`src/design/assert_macros.svh`:
```
// Assertion macros shared by the weighted MAD column scaler modules.
// Include guard keeps repeated inclusion harmless.
`ifndef ASSERT_MACROS_SVH
`define ASSERT_MACROS_SVH
// Implication checked on every clock edge outside reset.
`define CHK_IMPL(lbl, ante, cons, msg) \
  lbl: assert property (@(posedge clk) disable iff (!rst_n) (ante) |-> (cons)) else $error(msg);
// Next-cycle implication outside reset.
`define CHK_NEXT(lbl, ante, cons, msg) \
  lbl: assert property (@(posedge clk) disable iff (!rst_n) (ante) |=> (cons)) else $error(msg);
`endif

```
`src/design/wmcs_pkg.sv`:
```
// Package for the weighted MAD column scaler: sizes, constants, command and status structs.
// Used by the RAM-free controller, datapath and top level.
package wmcs_pkg;
  localparam int MaxRows = 64;
  localparam int AddrW   = $clog2(MaxRows);
  localparam int CntW    = AddrW + 1;
  localparam logic [31:0] OneQ16 = 32'h0001_0000;

  typedef struct packed {
    logic load;      // store and accumulate input word
    logic div_start; // start a divider run
    logic div_scale; // 1: scale divide, 0: mean divide
    logic dev_acc;   // accumulate deviation of read sample
    logic emit;      // form scaled word of read sample
    logic clr;       // clear column state
    logic [AddrW-1:0] rd_addr;
  } cmd_t;

  typedef struct packed {
    logic div_busy;
    logic zero_w;
  } sts_t;
endpackage

```
`src/design/wmcs_ctrl.sv`:
```
// Controller: load, mean divide, deviation pass, scale divide, emit pass.
// Depends on wmcs_pkg and assert_macros.svh.
`include "assert_macros.svh"
module wmcs_ctrl import wmcs_pkg::*; (
  input  logic             clk,
  input  logic             rst_n,
  input  logic             in_valid,
  output logic             in_stall,
  input  logic             in_end,
  input  sts_t             sts,
  output cmd_t             cmd,
  output logic [AddrW-1:0] wr_addr,
  output logic             out_valid,
  input  logic             out_stall,
  output logic             out_last
);
  localparam logic [2:0] S_LOAD = 3'd0, S_MDIV = 3'd1, S_MWAIT = 3'd2,
    S_DEV = 3'd3, S_SDIV = 3'd4, S_SWAIT = 3'd5, S_EMIT = 3'd6;
  logic [2:0] st_r, st_nxt;
  logic [CntW-1:0] cnt_r, cnt_nxt;
  logic [CntW-1:0] idx_r, idx_nxt;
  logic rdv_r, rdv_nxt;   // read data valid next cycle
  logic ov_r, ov_nxt, last_r, last_nxt;
  logic acc;
  logic [6:0] fill_r, fill_nxt;
  logic issue;

  assign in_stall = (st_r != S_LOAD);
  assign acc = in_valid && !in_stall;
  assign wr_addr = cnt_r[AddrW-1:0];
  assign out_valid = ov_r;
  assign out_last = last_r;
  // issue an emit read only when the output slot frees up
  assign issue = (st_r == S_EMIT) && (idx_r < cnt_r) && !rdv_r && (!ov_r || !out_stall);

  // sequence the column
  always_comb begin
    st_nxt = st_r;
    cnt_nxt = cnt_r;
    idx_nxt = idx_r;
    rdv_nxt = 1'b0;
    ov_nxt = ov_r && out_stall;
    last_nxt = last_r;
    fill_nxt = fill_r;
    cmd = '0;
    cmd.rd_addr = idx_r[AddrW-1:0];
    cmd.div_scale = (st_r == S_SDIV) || (st_r == S_SWAIT) || (st_r == S_DEV);
    unique case (st_r)
      S_LOAD: begin
        if (acc) begin
          if (cnt_r < CntW'(MaxRows)) begin
            cmd.load = 1'b1;
            cnt_nxt = cnt_r + CntW'(1);
          end
          if (in_end) st_nxt = S_MDIV;
        end
      end
      S_MDIV: begin
        if (sts.zero_w) begin
          idx_nxt = '0;
          st_nxt = S_EMIT;
        end else begin
          cmd.div_start = 1'b1;
          st_nxt = S_MWAIT;
        end
      end
      S_MWAIT: begin
        if (!sts.div_busy) begin
          idx_nxt = '0;
          st_nxt = S_DEV;
        end
      end
      S_DEV: begin
        cmd.dev_acc = rdv_r;
        if (idx_r < cnt_r) begin
          idx_nxt = idx_r + CntW'(1);
          rdv_nxt = 1'b1;
        end else if (!rdv_r) begin
          st_nxt = S_SDIV;
        end
      end
      S_SDIV: begin
        cmd.div_start = 1'b1;
        st_nxt = S_SWAIT;
      end
      S_SWAIT: begin
        if (!sts.div_busy) begin
          idx_nxt = '0;
          st_nxt = S_EMIT;
        end
      end
      S_EMIT: begin
        cmd.emit = rdv_r;
        if (rdv_r) begin
          ov_nxt = 1'b1;
          last_nxt = (idx_r == cnt_r);
        end
        if (issue) begin
          idx_nxt = idx_r + CntW'(1);
          rdv_nxt = 1'b1;
        end
        if (idx_r == cnt_r && !rdv_r && (!ov_r || !out_stall)) begin
          cmd.clr = 1'b1;
          cnt_nxt = '0;
          idx_nxt = '0;
          st_nxt = S_LOAD;
        end
      end
      default: st_nxt = S_LOAD;
    endcase
    fill_nxt = 7'(cnt_nxt);
  end

  always_ff @(posedge clk) begin
    if (!rst_n) begin
      st_r <= S_LOAD;
      cnt_r <= '0;
      idx_r <= '0;
      rdv_r <= 1'b0;
      ov_r <= 1'b0;
      last_r <= 1'b0;
      fill_r <= '0;
    end else begin
      st_r <= st_nxt;
      cnt_r <= cnt_nxt;
      idx_r <= idx_nxt;
      rdv_r <= rdv_nxt;
      ov_r <= ov_nxt;
      last_r <= last_nxt;
      fill_r <= fill_nxt;
    end
  end

  `CHK_IMPL(a_cnt_max, 1'b1, cnt_r <= CntW'(MaxRows) && fill_r <= 7'(MaxRows), "count overflow")
  `CHK_IMPL(a_emit_room, cmd.emit, !(ov_r && out_stall), "emit onto stalled word")
  `CHK_IMPL(a_idx_bound, 1'b1, idx_r <= cnt_r || st_r == S_LOAD, "index beyond count")
endmodule
```
`config.mk`:
```
export PLATFORM = sky130hd
export DESIGN_NAME = wmcs_ctrl
export DESIGN_NICKNAME = d
export VERILOG_FILES = /design/src/design/wmcs_pkg.sv /design/src/design/wmcs_ctrl.sv
export VERILOG_INCLUDE_DIRS = /design/src /design/src/design
export SDC_FILE = /design/constraint.sdc
export NUM_CORES = 1
export LEC_CHECK = 0
export BUFFER_PORTS_ARGS = -buffer_cell sky130_fd_sc_hd__buf_4
export CAP_MARGIN = 20
export CELL_PAD_IN_SITES_DETAIL_PLACEMENT = 1
export CELL_PAD_IN_SITES_GLOBAL_PLACEMENT = 1
export CORE_ASPECT_RATIO = 0.9
export CORE_MARGIN = 4
export CORE_UTILIZATION = 40
export CTS_CLUSTER_DIAMETER = 150
export DETAILED_ROUTE_END_ITERATION = 7
export PLACE_DENSITY = 0.89
export SETUP_SLACK_MARGIN = 0.1
export SLEW_MARGIN = 20
export SYNTH_ARGS = -nofsm -noshare
export SYNTH_HDL_FRONTEND = slang
export SYNTH_SLANG_ARGS = --single-unit
```
`constraint.sdc`:
```
create_clock -name clk -period 2.6 [get_ports clk]
set_clock_uncertainty 0.1 [all_clocks]
set_input_delay 0.39 -clock clk [delete_from_list [all_inputs] [get_ports clk]]
set_output_delay 0.39 -clock clk [all_outputs]
set_load 0.1 [all_outputs]
```
After elaboration in Yosys (flattened, before gate mapping)
Index checks and enable logic that the tools add are counted.
{ "classes": {"magnitude_cmp": 2, "n_addsub": 2, "reduce_logical": 23, "mux": 32, "n_eq_ne": 19} }
{ "ops": {"columns": ["operator", "n"], "rows": [
  ["7-bit 2-to-1 mux", 8],
  ["7-bit one-hot mux with 4 select lines", 1],
  ["3-bit 2-to-1 mux", 8],
  ["3-bit one-hot mux with 7 select lines", 1],
  ["2-bit != test (second input constant)", 9],
  ["7-bit by 1-bit adder with 7-bit output (second input constant)", 2],
  ["7-bit one-hot mux with 2 select lines", 1],
  ["1-bit 2-to-1 mux", 10],
  ["3-bit equality test (second input constant)", 3],
  ["7-bit equality test", 1],
  ["1-bit logical AND", 7],
  ["7-bit less-than comparator", 1],
  ["7-bit less-than comparator (second input constant)", 1],
  ["7-bit AND reduction", 1],
  ["3-bit by 2-bit equality test with 1-bit output (second input constant)", 2],
  ["5-bit AND reduction", 1],
  ["1-bit logical NOT", 4],
  ["2-bit by 1-bit != test with 1-bit output (second input constant)", 2],
  ["1-bit one-hot mux with 2 select lines", 2],
  ["4-bit AND reduction", 1],
  ["4-bit nonzero test", 1],
  ["3-bit by 1-bit equality test with 1-bit output (second input constant)", 1],
  ["3-bit logical NOT", 1],
  ["1-bit logical OR", 3],
  ["6 further kinds", 6]
]} }
{ "word_totals": {"word_cells": 84, "reg_bits": 20, "out_inout_bits": 21, "input_bits": 7} }

Depth between registers and ports, before layout
Gate-level depths: netlist of run 1.
{ "logic_depth": {"ltp_word": 7, "ltp_mapped": 8, "mapped_depth_nobuf": 7} }

Worst setup path before layout of run 1
OpenSTA, ideal clock, no wires.
{ "synth_timing": {"kind": "register to output", "start": "reg st_r[2]", "end": "out cmd[9] (netlist bit)", "arrival_time_ns": 2.919, "slack_ns": -0.809, "required_time_ns": 2.110, "stages_incl_launch_ff": 4, "n_path_buf": 1, "path_cell_list": "dfxtp_1 -> clkbuf_1 -> inv_1 -> o21ai_0"} }
{ "synth_lines": {"columns": ["element", "line_no", "rtl"], "rows": [
  ["start: declaration", "wmcs_ctrl.sv:19", "logic [2:0] st_r, st_nxt;"],
  ["start signal: assignment", "wmcs_ctrl.sv:124", "st_r <= st_nxt;"],
  ["end: declaration", "wmcs_ctrl.sv:11", "output cmd_t cmd,"]
]} }

==> results of run 1 <==
## worst max-delay path, stage by stage, from the launching register on
cell     delay, ns
dfxtp_1       0.40
ha_4          0.31
nand4_1       0.13
buf_4         0.18
nor4_4        0.35
buf_6         0.28
## registers in the layout (all words and copies together), names as in the netlist
signal,cells
idx_r,7
out_valid,1
st_r,3
rdv_r,1
cnt_r,7
out_last,1
## report_power, final
group | internal (mW) | switching, mW | leakage, nW
clock network | 0.109 | 0.109 | 0.0228
logic | 0.260 | 0.646 | 0.548
registers | 0.341 | 0.0942 | 0.168
## synth_stat cells, types with 2 or more instances
cell type	instances	area, um2
and2_1	3	18.8
ha_1	9	113
a31oi_1	3	18.8
dfxtp_1	20	400
o21ai_0	10	50.1
o2111ai_1	2	17.5
buf_4	12	90.1
clkbuf_1	5	18.8
a21o_1	3	22.5
nand2_1	16	60.1
nor2_1	17	63.8
o22ai_1	3	18.8
nand3_1	6	30.0
or2_2	3	18.8
nor3_1	3	15.0
nand2b_1	2	12.5
nand4_1	4	25.0
inv_1	13	48.8
nand3b_1	2	15.0
o31ai_1	4	30.0
or3_1	3	18.8
or4_1	6	45.0
xnor2_1	4	35.0
a21oi_1	16	80.1
## routing by layer
metal,vias up,global-route usage [%],routed length (um)
met3,9,3.06,220
met2,35,33.8,2090
met4,0,9.39,96
met5,-,0,0
met1,690,23.9,1940
li1,703,-,-
## worst max-delay path by stage
stage / from / end / slack (ns) / cells past startpoint
6_report: idx_r[4] / cmd[6] / 0.18 / 5
5_1_grt: cnt_r[4] / cmd[6] / 0.07 / 6
4_1_cts: st_r[2] / cmd[6] / 0.11 / 3
3_5_place_dp: idx_r[2] / idx_r[5] / 0.16 / 6
3_3_place_gp: idx_r[4] / idx_r[5] / 0.37 / 6
2_1_floorplan: cnt_r[3] / cnt_r[5] / -0.25 / 7
## cells by family after synthesis
| logic type | count (synthesis) |
|---|---|
| DFF | 20 |
| AOI/OAI and AO/OA | 48 |
| muxes | 2 |
| buffers and inverters | 30 |
| adders and majority gates | 9 |
| xor gates and xnor gates | 5 |
| and+or+nand+nor | 73 |
## repair_timing
item                                    in CTS  in global routing
pin swaps                                    0                  1
resized for setup                            1                  3
endpoints found under the setup margin       1                  2
buffers inserted                             0                  1
## layout make-up
cell class	instances	area, um2
sequential	20	417
inverter	13	48.8
tap	44	55.1
multi-input combinational	137	967
timing repair buffer	31	236
clock buffer	4	45.0
fill	403	1660
## metrics by stage
stage,total power [mW],hold WS (ns),setup slack [ns],util [%]
3_5_place_dp,1.33,0.362,0.161,49.9
5_1_grt,1.66,0.326,0.0728,51.6
3_3_place_gp,1.30,0.345,0.368,49.9
2_1_floorplan,1.15,0.367,-0.246,-
4_1_cts,1.56,0.324,0.115,51.2
6_report,1.56,0.323,0.180,51.6
==> flow_summary.yaml, run 1 <==
run_status:
  status: "completed"
grt:
  grt_max_degree: 17
  grt_pass1_vias: 1563
  track_usage_pct: 19.7
  antenna_found_initial: 0
  grt-ovfl-total: 0
  grt_pass1_wl_mm: 7.27
setup_path:
  crit_type: "flop to output port"
  crit-reg2reg-launch: "idx_r[4]"
  crit_arrival_ns: 1.93
  crit_path_max_fanout: 6
  rr_worst_depth: 6
  reg2reg_to: "idx_r[5]"
  cp.required_ns: 2.11
  start_kind: "flop"
  end_kind: "output port"
  regToRegSetupSlack_ns: 0.18
place:
  placed_area_um2: 1710
  place_congestion: 0.892
  dp.cells: 244
  place_hpwl_mm: 3.33
  portBuffers: 27
cts:
  clk_latency_ns: 0.26
  numCtsBuffers: 3
  cts_buffer_depth: 2
  htreeDepth: 1
  hold_buffers: 0
  cts_root_buf: "clkbuf_8"
  clk_pin_slew_ns: 0.07
  cts_sinks: 20
  tritoncts: "done"
sta:
  timing_hold_violations_final: 0
  rsz0062_at_grt: "true"
  tns_ns: 0
  fin_crit_sh_pct: 93.1
  max_freq_mhz: 413
  drv_slew: 0
  relSlewSlack_pct: 66.4
  setup_viol: 0
  worst_slew_pin_slew_ns: 0.499
  post-route-min-period_ns: 2.42
floorplanning:
  fp-row-count: 20
  ios: 28
  die_w_um: 71.5
  die-area_um2: 4650
  die_h_um: 65.1
  core_um2: 3430
  initial_utilization_pct: 42.3
layout:
  stdcell_count: 249
  syn_to_final_growth_pct: 22.0
  final_cell_mix: "buf_4, nand2_1, a21oi_1"
  nets: 222
  stdcell_area_um2: 1770
  diodes: 0
  drive_gt1_share_pct: 33.7
  final_common_cell: "buf_4"
route:
  via_per_inst: 5.77
  first_iter_violations: 52
  ant_nets: 0
  wl_per_cell_um: 17.4
  first_pass_iters: 4
  num_vias: 1437
  routed_wl_mm: 4.34
  drc: 0
yosys:
  ys_seq_area_share_pct: 27.6
  async_flop_share_pct: 0
  synth_edf_count: 0
  yosys_warnings: 0
  synth_compound_area_share_pct: 20.7
  synth_xor_area_share_pct: 3.02
  synth-main-ff-cell: "dfxtp_1"
  muxShareOfSynthArea_pct: 1.47
  ys_types: 42
  synthesis.nets: 203
  synth_simple_gate_area_share_pct: 28.6
  syn_area_um2: 1450
  synthAdderAreaFrac_pct: 7.77
  syn_avg_cell_area_um2: 7.75
  synth_top_family_by_area: "simple AND/OR/NAND/NOR gates"
  synth_cells: 187
  ys_ff_latch: 20
pwr:
  p_per_area_nw_per_um2: 882
  max-vdd-ir-drop_uv: 709
  leakagePower_nw: 0.738
hold_path:
  min_from: "out_stall"
  min_to: "out_valid"
  hp-class: "input port to flop"
  whs_path_depth: 3
run:
  maxCapViolations: 0
No activity file was read; power rests on OpenSTA's default activity.
==> run 2: changes to the inputs <==
BUFFER_PORTS_ARGS = -buffer_cell sky130_fd_sc_hd__buf_2   (was -buffer_cell sky130_fd_sc_hd__buf_4)
==> flow_summary.yaml, run 2 (synthesis results as in run 1) <==
sta:
  worst_slew_pin_slew_ns: 0.624
  timing_hold_violations_final: 0
  fin_crit_sh_pct: 94.0
  drv_slew: 0
  max_freq_mhz: 409
  setup_viol: 0
  tns_ns: 0
  rsz0062_at_grt: "true"
  relSlewSlack_pct: 57.9
  whs_ns: 0.280
  post-route-min-period_ns: 2.44
grt:
  track_usage_pct: 20.1
  grt_max_degree: 17
  grt-ovfl-total: 0
  antenna_found_initial: 0
  grt_pass1_wl_mm: 7.33
  grt_pass1_vias: 1485
layout:
  multi_input_area_um2: 970
  num-fill-cells: 443
  stdcell_area_um2: 1720
  seqCellArea_um2: 415
  final_cell_mix: "buf_2, nand2_1, a21oi_1"
  syn_to_final_growth_pct: 18.7
  final_common_cell: "buf_2"
  drive_gt1_share_pct: 34.0
  top_regs: "cnt_r x7, idx_r x7, st_r x3"
  nets: 223
  diodes: 0
  stdcell_count: 250
route:
  num_vias: 1449
  first_iter_violations: 56
  wl_per_cell_um: 17.5
  drc: 0
  via_per_inst: 5.80
  first_pass_iters: 4
  ant_nets: 0
  routed_wl_mm: 4.37
hold_path:
  hp-class: "input port to flop"
  whs_path_depth: 3
pwr:
  pwr-share-clk_pct: 14.2
  power.switching_mw: 0.864
  max-vdd-ir-drop_uv: 875
  p_int_mw: 0.702
  p_per_area_nw_per_um2: 910
  combPwrFrac_pct: 59.1
  p_seq_share_pct: 26.7
  swShare_pct: 55.2
  leakagePower_nw: 0.743
cts:
  tritoncts: "done"
  cts_root_buf: "clkbuf_8"
  clk_latency_ns: 0.27
  post-cts-setup-buffers: 0
  hold_buffers: 0
  htreeDepth: 1
  cts_buffer_depth: 2
  cts_sinks: 20
  numCtsBuffers: 3
  clk_pin_slew_ns: 0.08
place:
  dp.cells: 246
  portBuffers: 27
  placed_area_um2: 1670
  place_hpwl_mm: 3.43
  place_congestion: 0.862
setup_path:
  crit_path_max_fanout: 3
  rr_worst_depth: 6
  crit_arrival_ns: 2.54
  crit_type: "flop to flop"
  regToRegSetupSlack_ns: 0.16
  start_kind: "flop"
  end_kind: "flop"
  cp.required_ns: 2.69
floorplanning:
  die_w_um: 71.5
  core_um2: 3430
  initial_utilization_pct: 42.3
  fp-row-count: 20
  die_h_um: 65.1
  die-area_um2: 4650
  ios: 28
run:
  maxCapViolations: 0
run_status:
  status: "completed"
[run 2: cell count changes in the layout (fill, tap and decap cells not counted), sizes merged]
cell and delta:
buf +1
[run 2: power by group through the flow]
stage               clock network, mW  logic, mW  registers (mW)
detailed placement                  0      0.915           0.420
finish                          0.223      0.925           0.418
global route                    0.242      0.996           0.427
global placement                    0      0.887           0.419
floorplan                           0      0.762           0.383
CTS                             0.227      0.924           0.414
[run 2: worst paths after layout]
kind | to | startpoint
hold / removal | out_valid | out_stall
setup reg to reg | idx_r[5] | idx_r[6]
hold reg to reg | out_last | out_last
setup / recovery | idx_r[5] | idx_r[6]
[run 2: per-layer routing]
layer | share of wire, % | track usage, %
met2 | 49 | 35.1
met5 | 0 | 0
met1 | 46 | 25.3
met4 | 1.6 | 4.93
met3 | 4.0 | 3.67
[run 2: repair_timing]
item,in CTS,in global routing
gates resized for setup,1,2
endpoints found under the setup margin,1,5
hold endpoints to repair,0,0
cloned,0,0
pin swaps,0,0
[run 2: final cells by class]
cell class,count,share of cell area [%]
inverters,13,2.83
well taps,44,3.20
clock buffers,4,2.62
multi-input cells,137,56.3
flip-flops and latches,20,24.1
repair buffers,32,10.9
[run 2: metrics by stage]
stage	power, mW	setup WS [ns]	util, %
global route	1.67	0.0958	50.2
floorplan	1.15	-0.246	-
global placement	1.31	0.267	48.8
finish	1.57	0.156	50.2
detailed placement	1.34	0.183	48.8
CTS	1.57	0.105	50.1
[run 2: critical path: stages (launching register included)]
cell     delay, ns
dfxtp_1       0.42
ha_4          0.24
a21oi_1       0.25
o21ai_0       0.21
or4_1         0.48
or3b_2        0.49
a31oi_1       0.18
==> run 3: changes to the inputs <==
CORE_MARGIN = 2   (was 4)
==> flow_summary.yaml, run 3 (synthesis results as in run 1) <==
cts:
  htreeDepth: 1
  cts_buffer_depth: 2
  tritoncts: "done"
  post-cts-setup-buffers: 0
  clk_latency_ns: 0.26
  hold_buffers: 0
  cts_root_buf: "clkbuf_8"
  cts_sinks: 20
  clk_pin_slew_ns: 0.08
  numCtsBuffers: 3
layout:
  num-fill-cells: 437
  final_common_cell: "buf_2"
  nets: 224
  stdcell_area_um2: 1730
  syn_to_final_growth_pct: 19.5
  final_cell_mix: "buf_2, nand2_1, a21oi_1"
  drive_gt1_share_pct: 33.8
  diodes: 0
  top_regs: "cnt_r x7, idx_r x7, st_r x3"
  stdcell_count: 251
setup_path:
  start_kind: "flop"
  cp.required_ns: 2.11
  end_kind: "output port"
  crit_arrival_ns: 1.92
  crit_path_max_fanout: 3
  crit_type: "flop to output port"
sta:
  fin_crit_sh_pct: 92.6
  tns_ns: 0
  relSlewSlack_pct: 62.2
  worst_slew_pin_slew_ns: 0.561
  rsz0062_at_grt: "false"
  post-route-min-period_ns: 2.41
  timing_hold_violations_final: 0
  max_freq_mhz: 415
  drv_slew: 0
  setup_viol: 0
place:
  place_hpwl_mm: 3.14
  portBuffers: 27
  placed_area_um2: 1680
  place_congestion: 0.829
  dp.cells: 247
route:
  first_iter_violations: 66
  routed_wl_mm: 4.01
  wl_per_cell_um: 16.0
  first_pass_iters: 4
  drc: 0
  ant_nets: 0
  num_vias: 1402
  via_per_inst: 5.59
pwr:
  leakagePower_nw: 0.749
  p_per_area_nw_per_um2: 905
  max-vdd-ir-drop_uv: 1050
floorplanning:
  die-area_um2: 4120
  initial_utilization_pct: 42.3
  die_w_um: 67.5
  core_um2: 3430
  fp-row-count: 20
  die_h_um: 61.1
  ios: 28
grt:
  grt_max_degree: 17
  grt_pass1_wl_mm: 6.93
  grt-ovfl-total: 0
  antenna_found_initial: 0
  grt_pass1_vias: 1435
  track_usage_pct: 22.3
hold_path:
  hp-class: "input port to flop"
run_status:
  status: "completed"
run:
  maxCapViolations: 0
## run 3: what timing repair did
action / 4_1_cts / 5_1_grt
gates resized for setup: 1 / 2
hold endpoints to repair: 0 / 0
endpoints found under the setup margin: 1 / 4
## run 3: layout make-up
type / count / area (um2) / area share, %
Multi-Input combinational cell: 137 / 975 / 56.2
Sequential cell: 20 / 414 / 23.9
Timing Repair Buffer: 33 / 195 / 11.3
Tap cell: 44 / 55.1 / 3.18
Inverter: 13 / 48.8 / 2.82
Clock buffer: 4 / 45.0 / 2.60
## run 3: layer usage
| layer | GRT usage [%] | vias up | share of wire (%) |
|---|---|---|---|
| met2 | 36.1 | 27 | 47 |
| met3 | 4.02 | 4 | 3.2 |
| met1 | 31.2 | 662 | 49 |
| met5 | 0 | - | 0 |
| li1 | - | 709 | - |
| met4 | 4.37 | 0 | 0.95 |
## run 3: power by group
group / leakage, nW / switching, mW / total, mW / internal (mW)
logic: 0.560 / 0.671 / 0.930 / 0.260
registers: 0.167 / 0.0772 / 0.417 / 0.340
clock network: 0.0228 / 0.111 / 0.220 / 0.109
## run 3: worst paths after layout
check	startpoint	endpoint	slack [ns]	cells after the start
worst max-delay path	cnt_r[6]	cmd[6]	0.19	6
worst min-delay path	out_stall	out_valid	0.27	3
worst max register to register	idx_r[2]	idx_r[5]	0.23	6
worst min register to register	out_last	out_last	0.38	2
## run 3: through the flow
stage	worst slack [ns]	total power, mW	utilization, %	hold WS (ns)
2_1_floorplan	-0.246	1.15	-	0.367
3_3_place_gp	0.251	1.31	49.0	0.342
3_5_place_dp	0.215	1.33	49.0	0.364
4_1_cts	0.107	1.56	50.4	0.276
5_1_grt	0.124	1.67	50.5	0.275
6_report	0.192	1.57	50.5	0.273
## run 3: worst max-delay path, stage by stage (launching register included)
cell and delay [ns]:
dfxtp_2 0.37, inv_2 0.07, ha_4 0.27, nand4_1 0.13
buf_4 0.18, nor4_4 0.16, buf_2 0.47
